## config.mk

```make
export PLATFORM = sky130hd
export DESIGN_NAME = rvmd_front
export DESIGN_NICKNAME = d
export VERILOG_FILES = /design/src/sv/rvmd_pkg.sv /design/src/sv/rvmd_front.sv
export SDC_FILE = /design/constraint.sdc
export NUM_CORES = 1
export LEC_CHECK = 0
export ABC_AREA = 1
export ABC_CLOCK_PERIOD_IN_PS = 800
export BUFFER_PORTS_ARGS = -buffer_cell sky130_fd_sc_hd__clkbuf_2
export CORE_MARGIN = 10
export CORE_UTILIZATION = 55
export DETAILED_ROUTE_END_ITERATION = 16
export GPL_TIMING_DRIVEN = 0
export HOLD_SLACK_MARGIN = 0.08
export PLACE_DENSITY = 0.85
export SYNTH_ARGS = -nofsm -noshare
export SYNTH_HDL_FRONTEND = slang
export SYNTH_SLANG_ARGS = --single-unit
```

## constraint.sdc

```tcl
create_clock -name clk -period 0.8 [get_ports clk]
set_input_delay 0 -clock clk [delete_from_list [all_inputs] [get_ports clk]]
set_output_delay 0 -clock clk [all_outputs]
set_load 0.01 [all_outputs]
```

## src/sv/rvmd_pkg.sv

```systemverilog
package rvmd_pkg;

    localparam logic [2:0] FUNC_MUL    = 3'd0;
    localparam logic [2:0] FUNC_MULH   = 3'd1;
    localparam logic [2:0] FUNC_MULHSU = 3'd2;
    localparam logic [2:0] FUNC_MULHU  = 3'd3;
    localparam logic [2:0] FUNC_DIV    = 3'd4;
    localparam logic [2:0] FUNC_DIVU   = 3'd5;
    localparam logic [2:0] FUNC_REM    = 3'd6;
    localparam logic [2:0] FUNC_REMU   = 3'd7;

    // classification decided in the front end
    typedef struct packed {
        logic is_div;     // divide/remainder, else multiply
        logic want_high;  // high product / remainder
        logic neg_res;    // negate the magnitude result
        logic special;    // divide by zero or signed overflow
    } rvmd_cls_t;

endpackage

```

## src/sv/rvmd_front.sv

```systemverilog
module rvmd_front #(
    parameter int XLEN = 32
) (
    input  logic                clk,
    input  logic                rst_n,
    input  logic                in_valid,
    input  logic [2:0]          func,
    input  logic [XLEN-1:0]     operand_a,
    input  logic [XLEN-1:0]     operand_b,
    output logic                q_valid,
    output rvmd_pkg::rvmd_cls_t q_cls,
    output logic [XLEN-1:0]     q_ma,
    output logic [XLEN-1:0]     q_mb,
    output logic [XLEN-1:0]     q_spec
);

    logic                valid_reg;
    rvmd_pkg::rvmd_cls_t cls_reg, cls_next;
    logic [XLEN-1:0]     ma_reg, ma_next, mb_reg, mb_next, spec_reg, spec_next;

    always_comb
    begin
        logic sa, sb, sa_use, sb_use, bzero, ovf;
        sa = operand_a[XLEN-1];
        sb = operand_b[XLEN-1];
        sa_use = 1'b0;
        sb_use = 1'b0;
        unique case (func)
            rvmd_pkg::FUNC_MULH, rvmd_pkg::FUNC_DIV, rvmd_pkg::FUNC_REM:
            begin
                sa_use = sa;
                sb_use = sb;
            end
            rvmd_pkg::FUNC_MULHSU:
                sa_use = sa;
            default:
            begin
                sa_use = 1'b0;
                sb_use = 1'b0;
            end
        endcase
        bzero = (operand_b == '0);
        ovf = (operand_a == {1'b1, {(XLEN-1){1'b0}}}) && (operand_b == '1);
        ma_next = sa_use ? (~operand_a + 1'b1) : operand_a;
        mb_next = sb_use ? (~operand_b + 1'b1) : operand_b;
        cls_next.is_div = func[2];
        cls_next.want_high = func[2] ? func[1] : (func[1:0] != 2'd0);
        if (func[2] && func[1])
            cls_next.neg_res = sa_use;
        else
            cls_next.neg_res = sa_use ^ sb_use;
        spec_next = '0;
        cls_next.special = 1'b0;
        if (func[2] && bzero)
        begin
            cls_next.special = 1'b1;
            spec_next = func[1] ? operand_a : '1;
        end
        else if ((func == rvmd_pkg::FUNC_DIV || func == rvmd_pkg::FUNC_REM) && ovf)
        begin
            cls_next.special = 1'b1;
            spec_next = func[1] ? '0 : operand_a;
        end
    end

    always_ff @(posedge clk or negedge rst_n)
    begin
        if (!rst_n)
            valid_reg <= 1'b0;
        else
            valid_reg <= in_valid;
    end

    always_ff @(posedge clk)
    begin
        if (in_valid)
        begin
            cls_reg  <= cls_next;
            ma_reg   <= ma_next;
            mb_reg   <= mb_next;
            spec_reg <= spec_next;
        end
    end

    assign q_valid = valid_reg;
    assign q_cls   = cls_reg;
    assign q_ma    = ma_reg;
    assign q_mb    = mb_reg;
    assign q_spec  = spec_reg;

endmodule

```

==> summary.txt, run 1 <==
Outcome
  – Status: stopped before the end
  – Halt Stage: global routing
  – Tool error: [ERROR GRT-0232] Routing congestion too high. Check the congestion heatmap in the GUI.

STA
  – Worst endpoint type: register input
  – Worst_ep grt: q_spec[2]$_DFFE_PP_/D

Synthesis
  – Avg Inst Size Synth: about 9.2 um2
  – Cell count after synthesis: roughly 620
  – Synth Warn #: 0
  – Sequential fraction of the synthesis area: 52.54%
  – Synth Register Bits: between 100 and 150
  – Syn Nets: 697
  – Synth Cell Area: roughly 0.0058 mm2
  – Cell variety after synth: 32

Clocking
  – CTS root buf: clkbuf_8
  – # clock sinks: a little over 100
  – Clock buffer depth: 2
  – H-tree Lvls: 3
  – Number of CTS-inserted buffers: 9

Place
  – Final HPWL DP: roughly 13 mm
  – Port-buffer cells: 170
  – Post-Place Cells: 931
  – Final GP Congestion: around 0.94

Global route
  – Largest net degree at the start of global routing: 61
  – Initial antenna violation count: 2
  – GR Overflow Total: 423
  – Gr usage total: about 78%

Floorplanning
  – Starting Density: 56.07%
  – IO Pins: 171
  – Row Count: 37
  – Die span in y: 122.4 um
  – Die W: 122.4 um
[routing by layer]
metal  GRT overflow  GRT usage (%)
met4            128          88.59
met3              3          67.63
met1              7          70.87
met2            285          96.74
met5              0          17.11
[stage by stage]
stage | hold WS (ps) | worst slack [ps] | utilization (%) | setup TNS [ps] | cell area [um2]
floorplan | -295.6 | -342.2 | - | -21670 | 6236
global placement | -225.8 | -1310 | 70.61 | -188290 | 7257
detailed placement | -219.5 | -759.0 | 70.90 | -91590 | 7287
CTS | -76.24 | -235.4 | 89.64 | -21830 | 9213
[cells in the mapped netlist, drive strengths merged]
cell	count	area share (%)
edfxtp	100	52
o31ai	1	0.13
nand3b	1	0.13
xor2	43	6.5
dfrtp	1	0.43
xnor2	5	0.76
nand2	153	10
nor2	83	6.6
o21ai	13	1.2
nand4	12	1.6
nor3	8	0.78
ha	3	0.65
o211ai	2	0.26
and2	2	0.26
o22ai	1	0.11
inv	99	6.4
a21oi	40	5.5
nand3	42	4.3
buf	15	2.2
[kinds of logic after synthesis]
logic type                 Yosys count  share of synthesized area, %
and+or+nand+nor                    301                         23.71
AOI/OAI and AO/OA                   57                         7.186
adders and majority gates            3                        0.6514
xor gates and xnor gates            48                         7.295
DFF                                101                         52.54
buffers and inverters              114                         8.619
[repair_timing]
action,in CTS
pin swaps,40
buffers inserted,42
hold endpoints to repair,65
setup endpoints to repair,256
gates cloned,9
resized for setup,134
hold buffers,64
==> run 2, diff against run 1 <==
--- a/config.mk
+++ b/config.mk
@@ -9,11 +9,10 @@
 export ABC_CLOCK_PERIOD_IN_PS = 800
 export BUFFER_PORTS_ARGS = -buffer_cell sky130_fd_sc_hd__clkbuf_2
 export CORE_MARGIN = 10
-export CORE_UTILIZATION = 55
+export CORE_UTILIZATION = 40
 export DETAILED_ROUTE_END_ITERATION = 16
 export GPL_TIMING_DRIVEN = 0
-export HOLD_SLACK_MARGIN = 0.08
-export PLACE_DENSITY = 0.85
+export PLACE_DENSITY_LB_ADDON = 0.15
 export SYNTH_ARGS = -nofsm -noshare
 export SYNTH_HDL_FRONTEND = slang
 export SYNTH_SLANG_ARGS = --single-unit
==> run 2 against run 1 <==
Compared with the run above:
- the flow now finishes, with violations (negative setup slack)
- synthesized area is the same
- synthesized cell count unchanged
==> summary.txt, run 2 <==
Clocking
  – Clock buffer depth: 2 (unchanged)
  – H-tree Lvls: 3 (unchanged)
  – # clock sinks: 101 (unchanged)
  – CTS root buf: clkbuf_16
  – Clock slew at reported path FFs: 70 ps
  – CTS tree: done
  – Number of CTS-inserted buffers: 9 (unchanged)

Power
  – Logic gate share of total power: between 20% and 30%
  – Overall power: about 15 mW
  – PwrDens: ~1500 mW/mm2
  – Leakage: around 4.2 nW
  – Switching power: 3.978 mW
  – Seq pwr share: 44.8%
  – Int Pwr: roughly 11 mW
  – Worst IR Drop VDD: 1.037 mV
  – Clock power frac: between 30% and 40%
  – Switching Share: around 27%

Worst setup path
  – Crit path buf inv count: 4
  – CP Launch Type: input pin
  – Setup crit end kind: register
  – Crit Path Max Fanout: 7
  – CP arrival: 1340 ps
  – CP peak stage delay: 210 ps
  – CP Class: input pin to register
  – CP top delay family: simple AND/OR/NAND/NOR gates
  – Worst path required time: 1000 ps
  – CP cell instances: clkbuf_16 > inv_12 > ha_4 > nand2_4 > nor2_4 > nand2_4 > nor2_4 > nand3_4 > buf_6 > nand2_2 > inv_2 > a21oi_2
  – Worst path slowest cell: buf_6

Synthesis
  – Synth top area share: 52.11% (unchanged)
  – Avg Inst Size Synth: 9.236 um2 (unchanged)
  – Synth async-reset ratio: 0.9901% (unchanged)
  – EDFF count, synth: 100 (unchanged)
  – Syn Nets: 697 (unchanged)
  – Top cell type by total area after synthesis: edfxtp_1
  – Cell variety after synth: 32 (unchanged)
  – Synth cell count leaders: nand2_1 (150), edfxtp_1 (100), inv_1 (96)
  – Synth Register Bits: 101 (unchanged)
  – Synth Cell Area: 0.005763 mm2 (unchanged)
  – Main synth FF type: edfxtp_1
  – Synth top area cells: edfxtp_1 (52%), nand2_1 (9.8%), xor2_1 (6.5%)
  – Most frequent cell after synthesis: nand2_1
  – Synth Warn #: 0 (unchanged)
  – Sequential fraction of the synthesis area: 52.54% (unchanged)
  – Cell count after synthesis: 624 (unchanged)

Place
  – Final GP Congestion: 0.8767 (-7.0%)
  – Final HPWL DP: 13.00 mm (+1.9%)
  – Port-buffer cells: 170 (unchanged)
  – DP Worst Slack: -796.4 ps (-37.33 ps)

STA
  – Worst rel slew slack: 74.07%
  – Fin crit period: 1133 ps
  – Worst slew pin tran: approximately 390 ps
  – Fmax: about 880 MHz
  – Setup_tns: -24,170 ps
  – Post-route setup slack: -333.3 ps
  – Final Hold Viols: 0
  – Slew Limit Fails: 0
  – Unrepaired setup endpoints after global routing: yes
  – # setup viols final: 196
  – Period utilization: 141.7%

Layout
  – Fill cells: 1,002
  – Most frequent cells in the layout: clkbuf_2 (148), edfxtp_1 (100), nand2_1 (75), inv_1 (51)
  – Share of cells above drive strength 1: 61.25%
  – Final nets: between 900 and 1,000
  – Area grow syn2layout: 68.56%
  – Leading cell type in the layout, fill and taps excluded: clkbuf_2
  – Diodes inserted: 0
  – Final core utilization: 69.45%

Routing
  – Vias post-DR: approximately 5,400
  – DRT iter0 DRCs: 302
  – Vias per std cell: 4.917
  – Wire per inst: 17.57 um
  – Final WL: between 15 and 20 mm
  – Pre-antenna DRT Iters: 4
  – Post-route ant nets: 0
  – DRC violations left: 0

Global route
  – First-pass GRT wire length: 28.59 mm
  – Gr usage total: between 10% and 20%
  – GR Overflow Total: 0
  – Initial antenna violation count: 0
  – Largest net degree at the start of global routing: 61
  – Vias in the first global route: 5,474

Floorplanning
  – Die span in y: 140.0 um (+14%)
  – Row Count: 43 (+16%)
  – Starting Density: 41.20% (-15 points)
  – Die footprint: approximately 0.020 mm2
  – Die W: 140.0 um (+14%)
  – Core Area: 0.01399 mm2
  – IO Pins: 171 (unchanged)

Job
  – Max Cap Viol: 0

Outcome
  – Failing checks: negative setup slack
  – Status: complete, but fails checks

Hold path
  – Min-Delay Path Class: input pin to register
## run 2: cell counts after synthesis
Identical to the previous run, type by type.
## run 2: worst paths after layout
| path | end | start | cells past startpoint | slack (ps) |
|---|---|---|---|---|
| worst min-delay path | q_mb[7] | operand_b[7] | 2 | 2 |
| min in group asynchronous | q_valid | rst_n | 3 | 500 |
| worst max-delay path | q_spec[5] | operand_b[1] | 12 | -330 |
| max in group asynchronous | q_valid | rst_n | 3 | 200 |
## run 2: timing repair
item | in CTS | in global routing
pin swaps | 49 | 65
setup buffers | 53 | 33
gates resized for setup | 152 | 188
hold buffers | 11 | 4
cloned | 7 | 2
hold endpoints to repair | 10 | 4
setup endpoints to repair | 256 | 197
## run 2: kinds of logic (layout without fill, tap and decap cells)
logic type               Yosys count  in the layout  share of synthesized area (%)
AND/OR/NAND/NOR                  301            301                          23.71
flip-flops                       101            101                          52.54
XOR/XNOR                          48             48                          7.295
adder cells (fa/ha/maj)            3              3                         0.6514
buffers and inverters            114            401                          8.619
AO/OA/AOI/OAI                     57             57                          7.186
## run 2: cell type report
class | instances | area [um2] | share of cell area [%]
Buffer | 13 | 205.2 | 2.112
Clock buffer | 10 | 229.0 | 2.357
Timing Repair Buffer | 274 | 2142 | 22.05
Inverter | 99 | 459.2 | 4.727
Tap cell | 180 | 225.2 | 2.318
Multi-Input combinational cell | 409 | 3349 | 34.48
Sequential cell | 101 | 3028 | 31.17
Clock inverter | 5 | 76.32 | 0.7857
## run 2: metrics by stage
step           hold slack (ps)  cells  cell area, um2
4_1_cts                  2.190   1060            8966
6_report                 1.932   1091            9714
2_1_floorplan           -295.6    624            6236
5_1_grt                  1.311   1091            9714
3_3_place_gp            -225.7    974            7312
3_5_place_dp            -223.4    975            7342
## run 2: power groups by stage
stage | Combinational (mW) | Clock (mW) | Sequential, mW
finish | 3.42 | 4.63 | 6.53
global route | 3.69 | 4.96 | 6.57
CTS | 3.08 | 4.71 | 6.54
detailed placement | 2.43 | 0 | 6.65
global placement | 2.40 | 0 | 6.65
floorplan | 0.999 | 0 | 6.89
## run 2: routing by layer
metal	share of wire (%)	track usage [%]
met1	38	20.17
met2	51	31.45
met3	8.1	6.119
met4	2.8	5.924
met5	0	0
Power figures use the tool's default switching activity.
==> run 3, diff against run 2 <==
--- a/config.mk
+++ b/config.mk
@@ -8,8 +8,10 @@
 export ABC_AREA = 1
 export ABC_CLOCK_PERIOD_IN_PS = 800
 export BUFFER_PORTS_ARGS = -buffer_cell sky130_fd_sc_hd__clkbuf_2
-export CORE_MARGIN = 10
-export CORE_UTILIZATION = 40
+export CELL_PAD_IN_SITES_DETAIL_PLACEMENT = 1
+export CELL_PAD_IN_SITES_GLOBAL_PLACEMENT = 2
+export CORE_MARGIN = 2
+export CORE_UTILIZATION = 33
 export DETAILED_ROUTE_END_ITERATION = 16
 export GPL_TIMING_DRIVEN = 0
 export PLACE_DENSITY_LB_ADDON = 0.15
==> run 3 against run 2 <==
Compared with the run above:
- the run still ends with negative setup slack left
- hold slack improved by 2.0 ps
- critical path type unchanged
- sequential share of layout area hardly changed
- sequential power about the same
- global-route usage grew 3.6 points
- wire length grew 7.9%
- largest cell class unchanged
- cell count is 4.0% higher
- critical endpoint unchanged
- first-iteration DRC count is 33% lower
- critical path depth is 2 lower
- final area is essentially flat
==> summary.txt, run 3 (synthesis results as in run 2) <==
Worst setup path
  – Crit Path Max Fanout: 5 (-2)
  – Worst path slowest cell: nor2_4
  – CP arrival: 1400 ps (+60 ps)
  – CP Class: input pin to register
  – Most used cell, CP: nor2_4
  – Setup crit end kind: register
  – CP peak stage delay: 180 ps (-30 ps)
  – CP cell instances: clkbuf_2 > nor2_4 > nand2_2 > nor2_4 > nand3_4 > nor2_4 > nand3_4 > buf_12 > clkbuf_16 > a21oi_2
  – CP Launch Type: input pin
  – Worst path required time: 1010 ps (about the same)

Floorplanning
  – Starting Density: 33.55% (-7.6 points)
  – Die span in y: 136.2 um (-2.8%)
  – Row Count: 48 (+12%)
  – Die W: 136.2 um (-2.8%)
  – Core Area: 0.01718 mm2 (+23%)
  – IO Pins: 171 (unchanged)
  – Die footprint: 0.01854 mm2 (-5.5%)

Place
  – Final HPWL DP: 13.52 mm (+4.0%)
  – DP Worst Slack: -793.8 ps (+2.531 ps)
  – Final GP Congestion: 0.8245 (-6.0%)
  – Post-Place Cells: 1,020 (+4.6%)
  – Port-buffer cells: 170 (unchanged)

Routing
  – Vias post-DR: 5,379 (+0.28%)
  – DRC violations left: 0 (unchanged)
  – Met3 routed WL: 766 um (-51%)
  – DRT iter0 DRCs: 201 (-33%)
  – DR top layer: met4
  – M1 WL: 7.952 mm (+10%)
  – Post-route ant nets: 0 (unchanged)
  – Wire per inst: 18.23 um (+3.7%)
  – Met2 Routed Length: 11.55 mm (+17%)
  – Vias per std cell: 4.739 (-3.6%)
  – Final WL: 20.70 mm (+7.9%)
  – Pre-antenna DRT Iters: 4 (unchanged)

Layout
  – Share of cells above drive strength 1: 55.60% (-5.6 points)
  – Finished Layout Cells: 1,135 (+4.0%)
  – Area grow syn2layout: 68.58% (about the same)
  – Diodes inserted: 0 (unchanged)
  – Leading cell type in the layout, fill and taps excluded: clkbuf_2
  – Most frequent cells in the layout: clkbuf_2 (148), edfxtp_1 (100), nand2_1 (96), inv_1 (85), nor2_4 (44)
  – Fill cells: 1,922 (+92%)
  – Final nets: 978 (-0.20%)
  – Final core utilization: 56.56% (-13 points)

Global route
  – Vias in the first global route: 5,658 (+3.4%)
  – Gr usage total: 21.62% (+3.6 points)
  – Initial antenna violation count: 0 (unchanged)
  – GR Overflow Total: 0 (unchanged)
  – First-pass GRT wire length: 30.38 mm (+6.2%)
  – Largest net degree at the start of global routing: 69 (+13%)

STA
  – Setup_tns: -27,420 ps (-3251 ps)
  – Post-route setup slack: -389.0 ps (-55.62 ps)
  – # setup viols final: 196 (unchanged)
  – Final Hold Viols: 0 (unchanged)
  – Fmax: 841.1 MHz (-4.7%)
  – Period utilization: 148.6% (+7.0 points)
  – Slew Limit Fails: 0 (unchanged)
  – Worst rel slew slack: 75.99% (+1.9 points)
  – Worst slew pin tran: 358.0 ps (-31.00 ps)
  – Unrepaired setup endpoints after global routing: yes
  – Fin crit period: 1189 ps (+55.61 ps)

Clocking
  – # clock sinks: 101 (unchanged)
  – CTS tree: done
  – H-tree Lvls: 3 (unchanged)
  – CTS root buf: clkbuf_16
  – Clock buffer depth: 2 (unchanged)
  – Clock slew at reported path FFs: 70 ps (about the same)
  – Number of CTS-inserted buffers: 9 (unchanged)

Power
  – PwrDens: 1500 mW/mm2 (about the same)
  – Leakage: 4.314 nW (+1.7%)
  – Worst IR Drop VDD: 0.9894 mV (-4.6%)

Job
  – Max Cap Viol: 0 (unchanged)

Hold path
  – Min-Delay Path Class: input pin to register

Outcome
  – Status: complete, but fails checks
  – Failing checks: negative setup slack
-- run 3: timing repair --
item,in CTS,in global routing
hold buffers,9,2
hold endpoints to repair,11,2
buffers inserted,56,35
pin swaps,45,61
gates cloned,8,2
endpoints found under the setup margin,264,197
resized for setup,159,116
-- run 3: path summary, 6_finish.rpt --
kind                               start        end  slack, ps  depth (start not counted)
setup / recovery            operand_a[7]  q_spec[5]       -390                         10
hold / removal             operand_a[18]   q_ma[18]          4                          3
max in group asynchronous          rst_n    q_valid        220                          3
min in group asynchronous          rst_n    q_valid        480                          3
-- run 3: through the flow --
step / power [mW] / hold WS (ps) / area (um2)
floorplan: 7.893 / -295.6 / 6236
global placement: 9.048 / -225.7 / 7368
detailed placement: 9.107 / -224.5 / 7398
CTS: 14.48 / -36.93 / 9159
global route: 15.19 / 2.753 / 9716
finish: 14.57 / 3.961 / 9716
-- run 3: layout make-up --
type	instances	area, um2	share of cell area, %
plain buffers	14	235.2	2.421
repair buffers	271	2158	22.22
multi-input cells	409	3247	33.42
clock inverters	4	75.07	0.7727
clock buffers	12	236.5	2.434
inverters	99	454.2	4.675
flip-flops and latches	101	3028	31.17
well taps	225	281.5	2.898
-- run 3: power breakdown --
group | internal, mW | total (mW) | leakage, nW | switching, mW
sequential | 6.39 | 6.53 | 0.980 | 0.150
clock | 2.75 | 4.71 | 0.143 | 1.96
combinational | 1.43 | 3.33 | 3.19 | 1.90
-- run 3: critical path: cells and delay by family --
family,cells,cell delay [ps]
AOI/OAI and AO/OA,1,110
and+or+nand+nor,6,810
buffers and inverters,3,470
-- run 3: routing by layer --
metal,global-route usage [%],vias to the layer above
li1,-,2579
met1,24.69,2647
met2,40.84,127
met3,4.400,26
met4,5.498,0
met5,0,-
